`src/design/cantr_pkg.sv`:
```
// ----------------------------------------------------------------------------
// cantr_pkg
// Shared constants and types for the CAN transfer reassembly block.
// ----------------------------------------------------------------------------
package cantr_pkg;

    localparam int STORE_BYTES_DEF = 64;
    localparam int FRAME_BYTES     = 8;
    // only the head of the store feeds the decoded record
    localparam int READ_BYTES      = 16;
    localparam int HALF_COUNT      = 7;

    typedef logic [READ_BYTES-1:0][7:0] head_bytes_t;

    typedef struct packed {
        logic last;
        logic seq_error;
    } frame_status_t;

endpackage

```
`src/design/cantr_assemble.sv`:
```
// ----------------------------------------------------------------------------
// cantr_assemble
// Tail-byte sequencing, fill count and the head of the byte store.
// ----------------------------------------------------------------------------
module cantr_assemble #(
    parameter int STORE_BYTES = cantr_pkg::STORE_BYTES_DEF
) (
    input  logic                      clk,
    input  logic                      rst_n,
    input  logic                      fire,
    input  logic [2:0]                len_m1,
    input  logic [63:0]               bytes,
    output cantr_pkg::head_bytes_t    head_next,
    output cantr_pkg::frame_status_t  status
);

    localparam int FW         = $clog2(STORE_BYTES + 1);
    localparam int START_BIT  = 7;
    localparam int END_BIT    = 6;
    localparam int TOGGLE_BIT = 5;

    logic [FW-1:0]          fill_reg, fill_next;
    logic                   idle_reg, idle_next;
    logic                   error_reg, error_next;
    logic                   toggle_reg, toggle_next;
    cantr_pkg::head_bytes_t head_reg;

    always_comb
    begin
        logic [7:0]  tail;
        logic [FW:0] offset;
        logic [FW:0] sum;
        logic [FW-1:0] fill_v;

        tail        = bytes[{len_m1, 3'b000} +: 8];
        idle_next   = idle_reg;
        error_next  = error_reg;
        toggle_next = toggle_reg;
        fill_v      = fill_reg;

        if (idle_reg)
        begin
            if (!tail[START_BIT])
            begin
                error_next = 1'b1;
            end
            else
            begin
                idle_next   = 1'b0;
                error_next  = 1'b0;
                toggle_next = 1'b0;
                fill_v      = '0;
            end
        end
        if (tail[TOGGLE_BIT] != toggle_next)
        begin
            error_next = 1'b1;
        end

        // payload byte i lands at store position fill + i
        for (int p = 0; p < cantr_pkg::READ_BYTES; p++)
        begin
            offset = (FW+1)'(p) - {1'b0, fill_v};
            if (!offset[FW] && (offset < {{(FW-2){1'b0}}, len_m1}))
            begin
                head_next[p] = bytes[{offset[2:0], 3'b000} +: 8];
            end
            else
            begin
                head_next[p] = head_reg[p];
            end
        end

        sum = {1'b0, fill_v} + {{(FW-2){1'b0}}, len_m1};
        if (sum > (FW+1)'(STORE_BYTES))
        begin
            fill_next = FW'(STORE_BYTES);
        end
        else
        begin
            fill_next = sum[FW-1:0];
        end
        toggle_next = !toggle_next;

        status.last      = tail[END_BIT];
        status.seq_error = error_next;

        if (tail[END_BIT])
        begin
            idle_next   = 1'b1;
            fill_next   = '0;
            error_next  = 1'b0;
            toggle_next = 1'b0;
        end
    end

    always_ff @(posedge clk or negedge rst_n)
    begin
        if (!rst_n)
        begin
            fill_reg   <= '0;
            idle_reg   <= 1'b1;
            error_reg  <= 1'b0;
            toggle_reg <= 1'b0;
            head_reg   <= '0;
        end
        else if (fire)
        begin
            fill_reg   <= fill_next;
            idle_reg   <= idle_next;
            error_reg  <= error_next;
            toggle_reg <= toggle_next;
            head_reg   <= head_next;
        end
    end

    a_fill_bound: assert property (@(posedge clk) disable iff (!rst_n)
        fill_reg <= FW'(STORE_BYTES))
        else $error("fill count past store size");

    a_end_clears: assert property (@(posedge clk) disable iff (!rst_n)
        fire && status.last |=> idle_reg && (fill_reg == '0) && !error_reg && !toggle_reg)
        else $error("end of transfer did not return to idle");

endmodule

```
`src/design/cantr_decode.sv`:
```
// ----------------------------------------------------------------------------
// cantr_decode
// Checksum extraction and half-to-single widening of the record fields.
// ----------------------------------------------------------------------------
module cantr_decode (
    input  cantr_pkg::head_bytes_t                 head,
    output logic [15:0]                            checksum,
    output logic [cantr_pkg::HALF_COUNT-1:0][31:0] halves
);

    localparam logic [15:0] HALF_EXP_MASK = 16'h7C00;
    localparam logic [15:0] HALF_MAN_MASK = 16'h03FF;
    localparam logic [7:0]  SINGLE_BIAS   = 8'd127;
    localparam logic [7:0]  HALF_BIAS     = 8'd15;

    function automatic logic [31:0] widen(input logic [15:0] h);
        logic [4:0] e;
        logic [9:0] m;
        logic [9:0] mn;
        logic [3:0] pos;
        logic [3:0] shift;
        logic [7:0] e32;
        e     = 5'((h & HALF_EXP_MASK) >> 10);
        m     = 10'(h & HALF_MAN_MASK);
        pos   = '0;
        mn    = m;
        e32   = '0;
        for (int i = 0; i < 10; i++)
        begin
            if (m[i])
            begin
                pos = 4'(i);
            end
        end
        shift = 4'd10 - pos;
        if (e == 5'h1F)
        begin
            e32 = 8'hFF;
        end
        else if (e == 5'd0)
        begin
            if (m != 10'd0)
            begin
                // subnormal: move the leading one out into the hidden bit
                mn  = m << shift;
                e32 = SINGLE_BIAS - HALF_BIAS + 8'd1 - {4'b0000, shift};
            end
        end
        else
        begin
            e32 = {3'b000, e} + SINGLE_BIAS - HALF_BIAS;
        end
        return {h[15], e32, mn, 13'd0};
    endfunction

    assign checksum = {head[1], head[0]};

    always_comb
    begin
        for (int i = 0; i < cantr_pkg::HALF_COUNT; i++)
        begin
            halves[i] = widen({head[2*i+3], head[2*i+2]});
        end
    end

endmodule

```
`src/design/can_transfer_reassembly_half_decode.sv`:
```
// ----------------------------------------------------------------------------
// can_transfer_reassembly_half_decode
// CAN multi-frame reassembly with half-float record decode.
// ----------------------------------------------------------------------------
// Frame channel: frame_valid/frame_ready carry one CAN frame per transaction
// (frame_length 1..8, values above 8 act as 8, zero-length frames are taken
// and dropped). The last byte is the tail byte with start/end/toggle flags.
// Result channel: result_valid/result_ready carry one decoded record for each
// frame whose tail has the end flag.
// Path: an accepted frame is held in the frame register; when it advances it is
// sequenced into the store, and an end frame's record is loaded into the result register at the same edge.
// Throughput: one frame per cycle unless an end frame waits for the result register;
// the store update and half decode are a single pass between the frame register and the result register.
// Reset clears the head of the byte store, the fill count and the sequencing
// flags; the block is idle and ready right after reset.
// While the receiver stalls, frames without the end flag keep flowing; an
// end frame waits in the frame register until the result register is free.
// ----------------------------------------------------------------------------
module can_transfer_reassembly_half_decode #(
    parameter int STORE_BYTES = cantr_pkg::STORE_BYTES_DEF
) (
    input  logic        clk,
    input  logic        rst_n,
    input  logic        frame_valid,
    output logic        frame_ready,
    input  logic [3:0]  frame_length,
    input  logic [63:0] frame_bytes,
    output logic        result_valid,
    input  logic        result_ready,
    output logic [15:0] checksum,
    output logic [31:0] temperature,
    output logic [31:0] voltage,
    output logic [31:0] current,
    output logic [31:0] average_power,
    output logic [31:0] remaining_energy,
    output logic [31:0] full_energy,
    output logic [31:0] hours_to_full,
    output logic        sequence_error
);

    logic        in_valid_reg;
    logic [2:0]  len_m1_reg;
    logic [63:0] bytes_reg;
    logic        out_valid_reg;
    logic        advance;
    logic        fire;

    cantr_pkg::head_bytes_t   head_next;
    cantr_pkg::frame_status_t status;

    logic [15:0]                            checksum_dec;
    logic [cantr_pkg::HALF_COUNT-1:0][31:0] halves_dec;
    logic [15:0]                            checksum_reg;
    logic [cantr_pkg::HALF_COUNT-1:0][31:0] halves_reg;
    logic                                   seq_error_reg;

    assign advance     = in_valid_reg && (!status.last || !out_valid_reg || result_ready);
    assign fire        = advance;
    assign frame_ready = !in_valid_reg || advance;

    always_ff @(posedge clk or negedge rst_n)
    begin
        if (!rst_n)
        begin
            in_valid_reg <= 1'b0;
        end
        else if (frame_ready)
        begin
            in_valid_reg <= frame_valid && (frame_length != 4'd0);
        end
    end

    always_ff @(posedge clk)
    begin
        if (frame_valid && frame_ready)
        begin
            len_m1_reg <= (frame_length >= 4'(cantr_pkg::FRAME_BYTES)) ?
                          3'(cantr_pkg::FRAME_BYTES - 1) : 3'(frame_length - 4'd1);
            bytes_reg  <= frame_bytes;
        end
    end

    cantr_assemble #(
        .STORE_BYTES (STORE_BYTES)
    ) u_assemble (
        .clk       (clk),
        .rst_n     (rst_n),
        .fire      (fire),
        .len_m1    (len_m1_reg),
        .bytes     (bytes_reg),
        .head_next (head_next),
        .status    (status)
    );

    cantr_decode u_decode (
        .head     (head_next),
        .checksum (checksum_dec),
        .halves   (halves_dec)
    );

    always_ff @(posedge clk or negedge rst_n)
    begin
        if (!rst_n)
        begin
            out_valid_reg <= 1'b0;
        end
        else if (fire && status.last)
        begin
            out_valid_reg <= 1'b1;
        end
        else if (result_ready)
        begin
            out_valid_reg <= 1'b0;
        end
    end

    always_ff @(posedge clk)
    begin
        if (fire && status.last)
        begin
            checksum_reg  <= checksum_dec;
            halves_reg    <= halves_dec;
            seq_error_reg <= status.seq_error;
        end
    end

    assign result_valid     = out_valid_reg;
    assign checksum         = checksum_reg;
    assign temperature      = halves_reg[0];
    assign voltage          = halves_reg[1];
    assign current          = halves_reg[2];
    assign average_power    = halves_reg[3];
    assign remaining_energy = halves_reg[4];
    assign full_energy      = halves_reg[5];
    assign hours_to_full    = halves_reg[6];
    assign sequence_error   = seq_error_reg;

    a_no_overwrite: assert property (@(posedge clk) disable iff (!rst_n)
        fire && status.last |-> !out_valid_reg || result_ready)
        else $error("pending record overwritten");

    a_empty_ready: assert property (@(posedge clk) disable iff (!rst_n)
        !in_valid_reg |-> frame_ready)
        else $error("empty frame register not ready");

    a_nonend_flows: assert property (@(posedge clk) disable iff (!rst_n)
        in_valid_reg && !status.last |-> frame_ready)
        else $error("frame without end flag stalled");

    a_record_follows: assert property (@(posedge clk) disable iff (!rst_n)
        fire && status.last |=> result_valid)
        else $error("end frame produced no record");

endmodule

```
`config.mk`:
```
export PLATFORM = sky130hd
export DESIGN_NAME = can_transfer_reassembly_half_decode
export DESIGN_NICKNAME = d
export VERILOG_FILES = /design/src/design/cantr_pkg.sv /design/src/design/cantr_assemble.sv /design/src/design/cantr_decode.sv /design/src/design/can_transfer_reassembly_half_decode.sv
export SDC_FILE = /design/constraint.sdc
export NUM_CORES = 1
export LEC_CHECK = 0
export ABC_CLOCK_PERIOD_IN_PS = 8200
export BUFFER_PORTS_ARGS = -buffer_cell sky130_fd_sc_hd__buf_4
export CAP_MARGIN = 25
export CORE_MARGIN = 4
export CORE_UTILIZATION = 45
export CTS_CLUSTER_SIZE = 12
export DETAILED_ROUTE_END_ITERATION = 7
export GPL_TIMING_DRIVEN = 0
export HOLD_SLACK_MARGIN = 0.03
export SLEW_MARGIN = 0
export SYNTH_ARGS = -nofsm -noshare
export SYNTH_HDL_FRONTEND = slang
export SYNTH_SLANG_ARGS = --single-unit
```
`constraint.sdc`:
```
create_clock -name clk -period 8.2 [get_ports clk]
set_clock_uncertainty 0.1 [all_clocks]
set_input_delay 1.23 -clock clk [delete_from_list [all_inputs] [get_ports clk]]
set_output_delay 1.23 -clock clk [all_outputs]
set_load 0.01 [all_outputs]
```
== Word level (Yosys, flattened, before mapping) ==
Index checks and enable logic that the tools add are counted.
Word-level totals
  register bits: 357
  input bits: 72
  output and inout port bits: 243
  logic and storage cells: 324
Cells by class
  $add $sub $neg: 46
  $lt $le $gt $ge: 18
  equality and inequality tests: 8
  shifts and indexed selects: 24
  mux-type cells: 129
  reduce and logical (&&, ||, !) cells: 59
Operator list (number)
  $shiftx 64x7->8: 17
  $mux 8: 30
  $mux 10: 21
  $lt 8x3->1: 16
  $mux 4: 20
  $mux 3: 24
  $reduce_bool 10->1: 7
  $shl 10x4->10: 7
  $sub 4x7->8 const A: 8
  $add 5x7->8 const B: 7
  $sub 7x4->8 const A: 7
  $sub 8x4->8 const B: 7
  $eq 5x5->1 const B: 7
  $logic_not 5->1: 7
  $sub 3x7->8 const A: 4
  $mux 7: 4
  $sub 4x4->4 const A: 7
  $mux 2: 12
  $logic_and 1x1->1: 20
  $logic_not 1->1: 20
  $mux 1: 18
  $sub 1x7->8 const A: 2
  $sub 2x7->8 const A: 2
  $add 7x3->8: 1
  other kinds (7): 9

== Logic depth before layout (Yosys ltp) ==
Gate-level depths: netlist of the first run.
  word-level depth: 21
  mapped depth: 29
  depth with buffers taken out: 21

== Hierarchy ==
From an unflattened synthesis of the first run, not the netlist that was laid out.
Second synthesis, totals
  cells, all modules: 2583
  area, all modules: 27373.8 um^2
By module, submodules not included
  cantr_assemble: times used 1, cells an instance 1309, area each 11808.8 um^2, sequential area each 3454.6 um^2
  can_transfer_reassembly_half_decode: times used 1, cells an instance 327, area each 9427.8 um^2, sequential area each 9298.9 um^2
  cantr_decode: times used 1, cells an instance 947, area each 6137.1 um^2, sequential area each 0.0 um^2

== Least setup slack after synthesis of the first run ==
No wires, ideal clock.
  path kind: flip-flop to flip-flop
  start point: reg len_m1_reg[0]
  end point: reg halves_reg (netlist bit current[19]) (data pin)
  setup time: 0.138 ns
  arrival: 6.536 ns
  required time: 7.962 ns
  path slack: 1.426 ns
  stages on the path, launching flop included: 28
  buffers on the path: 8
  clock period less this slack: 6.774 ns
  cells stage by stage: edfxtp_1 > buf_6 > mux2_4 > o221ai_4 > o21ai_4 > inv_2 > buf_2 > buf_2 > buf_2 > ha_1 > clkbuf_1 > xnor2_2 > inv_2 > buf_2 > ha_1 > a2111oi_1 > o21ai_1 > nor4_1 > a221o_1 > a311oi_2 > o31ai_2 > clkbuf_1 > ha_1 > xnor2_1 > clkbuf_1 > and3_1 > o2111ai_1 > nand4_1
RTL lines
  start, declared: line can_transfer_reassembly_half_decode.sv:42  | logic [2:0] len_m1_reg;
  start signal, assigned: line can_transfer_reassembly_half_decode.sv:77  | len_m1_reg <= (frame_length >= 4'(cantr_pkg::FRAME_BYTES)) ?
  end signal, assigned: line can_transfer_reassembly_half_decode.sv:122  | halves_reg <= halves_dec;
  end, declared: line can_transfer_reassembly_half_decode.sv:54  | logic [cantr_pkg::HALF_COUNT-1:0][31:0] halves_reg;

==> impl_results.md, run 1 <==
- Status: complete, no violations
- Synthesized area: 0.0246 mm²
- Synth warn: 0
- Routed vias: 24,600
- Die area: 0.0585 mm²
- Vias in the first global route: 23,200
- Synth cell types: 105
- Critical path class: reg -> reg
- CTS Buf Count: 41
- Clk root buf: clkbuf_16
- RD Place Congestion: 1.05
- Sequential share of the synthesized area: 39.9%
- CTS tree: done
- Most frequent cells in the layout: buf_4, nand2_1, o21ai_0, edfxtp_1, nor2_1
- Die Y: 242 µm
- Setup-failing EPs final: 0
- WP data arrival: 8.40 ns
- Pre-CTS setup slack: -1.35 ns
- GRT Total Usage: 34.2%
- Max reg flops: 128
- Min Tclk post-route: 8.11 ns
- Avg WL per Cell: 27.9 µm
- Remaining antenna violation count after routing: 0
- Filler instances: 4,907
- Grt ovf: 0
- Max_cap viols: 0
- Row count: 85
- N_diodes: 0
- F_max: 123 MHz
- # DRC: 0
- Port Buffer Count: 223
- Dpl hpwl: 80,200 µm
- Most used cell, CP: clkbuf_1
- Worst-margin pin slew: 1.22 ns
- Final nets: 3,125
- Clk sinks: 350
- Max H-tree Level: 2
- Clk slew on worst S/H paths: 0.06 ns
- Initial antenna violation count: 3
- Most common cell after layout, fill and taps aside: buf_4
- Largest net degree at the start of global routing: 109
- Hold Vio Cnt, Final: 0
- Area of the multi-input gates: 0.0135 mm²
- Number of synthesized flops with an enable pin: 210
- Longest Clk Path Bufs: 3
- Final number of max-transition violations: 0
- Vias per cell: 6.54
- Tcrit/Tclk final: 98.9%
- Syn avg cell area: 9.28 µm²
- Met1 usage: 46.6%
- Cell chain of the critical path: mux2i_1 -> a22o_2 -> o21ai_4 -> inv_2 -> buf_4 -> buf_2 -> buf_4 -> ha_2 -> clkbuf_2 -> clkbuf_1 -> clkbuf_1 -> a311oi_1 -> o221ai_1 -> mux2i_1 -> mux2_2 -> or3_1 -> o31ai_1 -> clkbuf_1 -> inv_1 -> or2_2 -> o31ai_1
- Critical path endpoint category: flip-flop
- Async set-reset flop share out of synthesis: 40.0%
- Critical path launch point type: flip-flop
- Global Route met2 Usage: 51.2%
- Core Footprint: 0.0540 mm²
- FF+latch area: 0.00981 mm²
- Worst skew pair latency: 0.61 ns
- Slowest stage delay, CP: 0.68 ns
- Layout cell share with drive strength beyond 1: 21.0%
- Syn Inst Count: 2,650
- Initial Util: 45.5%
- Hold crit path type: reg -> reg
- Die Span X: 242 µm
- # IOs: 315
- M3 GR Usage: 8.21%
- Fin worst setup slack: 0.0924 ns
- Top FF cell, synth: edfxtp_1
- Crit-path max FO: 11
- First-pass GRT wire length: 153,000 µm
- Final WL: 105,000 µm
- Worst rel slew slack: 17.8%
- FF+latch count, synth: 350
- DRT Pass-1 Iters: 8
- Iter 0 DRT Violations: 3,149
- Most Crowded Layer GR: met2
- P&R area growth vs syn: 18.6%
- CP Data Required Time: 8.50 ns
- Hold Buf Count CTS: 0
- Slowest cell on crit path: edfxtp_1
-- metrics by stage --
stage                     hold WS (ns)  instances  utilization (%)  cell area, µm²   TNS (ns)
after floorplan                  0.341       2740                -           24900          0
after global placement           0.355       3659             50.9           27500     -41.91
after detailed placement         0.367       3671             51.2           27600     -38.11
after CTS                        0.380       3746             53.7           29000          0
after global routing             0.407       3755             54.0           29200  -0.000403
final                            0.382       3755             54.0           29200          0
-- synthesized netlist by cell type (all sizes together) (57+ instances only) --
cell,n,area share [%]
nand2,279,4.3
o21ai,245,5.1
edfxtp,210,26
nor2,168,2.6
buf,166,4.4
mux2i,148,6.0
dfrtp,139,14
a21oi,130,2.7
clkbuf,89,1.4
inv,87,1.3
mux2,79,3.6
o211ai,62,1.9
nor3,57,1.2
-- cell families after synthesis --
logic type	share of synthesized area [%]
AO/OA/AOI/OAI	25.2
XOR/XNOR	1.23
adder cells (fa/ha/maj)	1.35
buffers and inverters	7.05
flip-flops	39.9
multiplexers	10.6
other	0.0152
AND/OR/NAND/NOR	14.7
-- final cells by class --
| type | count | share of cell area (%) |
|---|---|---|
| Clock buffer | 53 | 3.77 |
| Sequential cell | 350 | 33.6 |
| Clock inverter | 22 | 0.712 |
| Inverter | 87 | 1.14 |
| Timing Repair Buffer | 246 | 6.51 |
| Multi-Input combinational cell | 2048 | 46.4 |
| Tap cell | 696 | 2.98 |
| Buffer | 253 | 4.86 |
-- path summary, 6_finish.rpt --
path / cells after the start / start / slack (ns) / to
hold / removal: 2 / u_assemble.head_reg[77] / 0.38 / u_assemble.head_reg[77]
max in group asynchronous: 2 / rst_n / 6.56 / u_assemble.head_reg[120]
hold reg to reg: 2 / u_assemble.head_reg[77] / 0.38 / u_assemble.head_reg[77]
min in group asynchronous: 1 / rst_n / 0.52 / u_assemble.head_reg[117]
setup reg to reg: 21 / bytes_reg[39] / 0.09 / full_energy[18]
setup / recovery: 21 / bytes_reg[39] / 0.09 / full_energy[18]
-- routing by layer --
metal / vias up / wire length, µm / part of all wire, %
met1: 12100 / 42800 / 41
met5: - / 13 / 0.012
li1: 10700 / - / -
met2: 1508 / 45200 / 43
met3: 310 / 10600 / 10
met4: 2 / 6170 / 5.9
-- worst max-delay path: cells and delay by family (launching register included) --
kind                     cells  cell delay (ns)
adder cells (fa/ha/maj)      1             0.36
multiplexers                 3             1.19
AO/OA/AOI/OAI                6             1.88
AND/OR/NAND/NOR              2             0.64
flip-flops                   1             0.68
buffers and inverters        9             3.03
-- repair_timing --
item,4_1_cts,5_1_grt
endpoints found under the setup margin,90,87
buffers inserted,1,8
pin swaps,2,5
cloned,0,0
gates resized for setup,14,24
Power of run 1 is left out: the tool's default activity adds up to more than one toggle a clock period on the data nets, which glitch-free logic cannot reach.
==> run 2: changes to the inputs <==
Settings changed: ABC_AREA from default to 1, PLACE_DENSITY from default to 0.65.
==> run 2 against run 1 <==
Compared with the run above:
- design area is 10% lower
- area after synthesis down 10%
- fmax rose by 13%
- critical endpoint is now temperature[22]
- flip-flop and latch count did not move
- non-clock buffer count down 78
- utilization grew 0.62 points
- setup slack gained 0.93 ns
- via count shrank 16%
- highest routed layer is now met4
- hold slack got worse by 0.0099 ns
- sequential share of layout area grew 3.8 points
- critical path depth is 17 higher
- largest cell class unchanged
- routed wire length fell by 34%
==> impl_results.md, run 2 <==
- Initial antenna violation count: 0
- Final number of max-transition violations: 0
- Count leader, synth: nand2_1
- Dpl hpwl: 54,700 µm
- First-pass GRT wire length: 106,000 µm
- Critical path class: reg -> reg
- Synth warn: 0
- Core Footprint: 0.0480 mm²
- Critical path launch point type: flip-flop
- Slowest stage delay, CP: 0.48 ns
- Remaining antenna violation count after routing: 0
- Syn avg cell area: 7.60 µm²
- P&R area growth vs syn: 19.1%
- Share of the synthesized area in the top cell type: 28.6%
- CTS Buf Count: 41
- Final hold slack: 0.372 ns
- Clk slew on worst S/H paths: 0.06 ns
- Post-CTS Setup Inserts: 0
- F_max: 139 MHz
- Max_cap viols: 0
- Grt ovf: 0
- Leading cell types by count after synthesis: nand2_1, o21ai_0, inv_1
- Setup-failing EPs final: 0
- Die area: 0.0526 mm²
- Clk sinks: 350
- Hold crit path type: reg -> reg
- Filler instances: 4,594
- # DRC: 0
- Synthesized area: 0.0220 mm²
- Synth area leader: edfxtp_1
- Max H-tree Level: 2
- Syn Inst Count: 2,899
- Most frequent cells in the layout: nand2_1, o21ai_0, buf_4, inv_1, edfxtp_1
- Crit-path max FO: 11
- Row count: 80
- RSZ-0062 raised after global routing: no
- WP data arrival: 7.39 ns
- Final nets: 3,356
- Slowest cell on crit path: buf_1
- CTS tree: done
- GRT Total Usage: 25.1%
- Async set-reset flop share out of synthesis: 40.0%
- Most used cell, CP: nand2_1
- Die Y: 229 µm
- Worst rel slew slack: 29.2%
- Top FF cell, synth: edfxtp_1
- RD Place Congestion: 0.961
- Routed vias: 20,700
- Vias in the first global route: 19,000
- Setup TNS: 0 ns
- Final WL: 69,000 µm
- Max reg flops: 128
- Top cells by area, synth: edfxtp_1, nand2_1, dfrtp_1
- Initial Util: 45.9%
- Avg WL per Cell: 17.7 µm
- Hold Buf Count CTS: 0
- Post_cts resized: 0
- Number of synthesized flops with an enable pin: 210
- Status: complete, no violations
- Sequential share of the synthesized area: 44.5%
- Port Buffer Count: 223
- CP Data Required Time: 8.42 ns
- Worst-margin pin slew: 1.05 ns
- FF+latch count, synth: 350
- Most common cell after layout, fill and taps aside: nand2_1
- # IOs: 315
- Hold Vio Cnt, Final: 0
- Worst skew pair latency: 0.58 ns
- Layout cell share with drive strength beyond 1: 18.3%
- DRT Pass-1 Iters: 6
- Longest Clk Path Bufs: 3
- Iter 0 DRT Violations: 1,985
- N_diodes: 0
- Die Span X: 229 µm
- Critical path endpoint category: flip-flop
- Synth cell types: 61
- Largest net degree at the start of global routing: 87
- Clk root buf: clkbuf_16
- Vias per cell: 5.31
- Min Tclk post-route: 7.17 ns
- Tcrit/Tclk final: 87.5%
## run 2: changes by cell type after synthesis, sizes merged, moves of 43 or more
| cell | change |
|---|---|
| nand3 | +110 |
| a21oi | -89 |
| inv | +206 |
| o211ai | -52 |
| clkbuf | -50 |
| mux2 | -79 |
| nor2 | -43 |
| o21ai | +288 |
| mux2i | -147 |
| a211oi | -48 |
| nand2 | +762 |
## run 2: cell families (layout without fill, tap and decap cells)
group	Yosys count	count (layout)	synth area share, %
and+or+nand+nor	1377	1377	26.2
AOI/OAI and AO/OA	642	642	15.9
buffers and inverters	490	790	11.0
DFF	350	350	44.5
adders and majority gates	26	26	1.51
xor gates and xnor gates	12	12	0.817
other	1	91	0.0170
muxes	1	1	0.0454
## run 2: metrics by stage
stage | util (%) | instance area, µm² | cells | setup WS (ns)
after floorplan | - | 22400 | 2989 | 2.61
after global placement | 51.7 | 24800 | 3827 | 0.708
after detailed placement | 51.8 | 24900 | 3830 | 1.14
after CTS | 54.6 | 26200 | 3904 | 1.10
after global routing | 54.6 | 26200 | 3904 | 0.475
final | 54.6 | 26200 | 3904 | 1.03
## run 2: layout make-up
cell class	instances	area [µm²]	share of cell area (%)
Inverter	295	1120	4.26
Clock inverter	26	285	1.09
Clock buffer	48	1050	4.01
Sequential cell	350	9810	37.4
Timing Repair Buffer	226	1750	6.68
Tap cell	615	769	2.93
Buffer	195	1310	5.01
Multi-Input combinational cell	2149	10100	38.7
## run 2: layer usage
| layer | global-route usage, % | routed length (µm) | share of wire, % | vias to the layer above |
|---|---|---|---|---|
| li1 | - | - | - | 10100 |
| met1 | 35.2 | 30900 | 45 | 9653 |
| met2 | 39.5 | 31100 | 45 | 834 |
| met3 | 4.01 | 4580 | 6.6 | 121 |
| met4 | 8.90 | 2460 | 3.6 | 0 |
| met5 | 0 | 0 | 0 | - |
## run 2: final timing paths
check | from | endpoint | slack [ns] | cells past startpoint
worst max-delay path | len_m1_reg[1] | temperature[22] | 1.03 | 38
worst min-delay path | u_assemble.toggle_reg | u_assemble.toggle_reg | 0.37 | 2
worst max register to register | len_m1_reg[1] | temperature[22] | 1.03 | 38
worst min register to register | u_assemble.toggle_reg | u_assemble.toggle_reg | 0.37 | 2
max in group asynchronous | rst_n | u_assemble.head_reg[120] | 6.59 | 2
min in group asynchronous | rst_n | u_assemble.head_reg[12] | 0.59 | 1
## run 2: critical path: cells and delay by family (launching register included)
kind,cells,cell delay (ns)
xor+xnor,1,0.34
compound gates,3,0.78
flops,1,0.42
simple gates,20,2.35
buf+inv,11,2.19
fa+ha+maj,3,0.73
Power of run 2 is left out for the same reason.
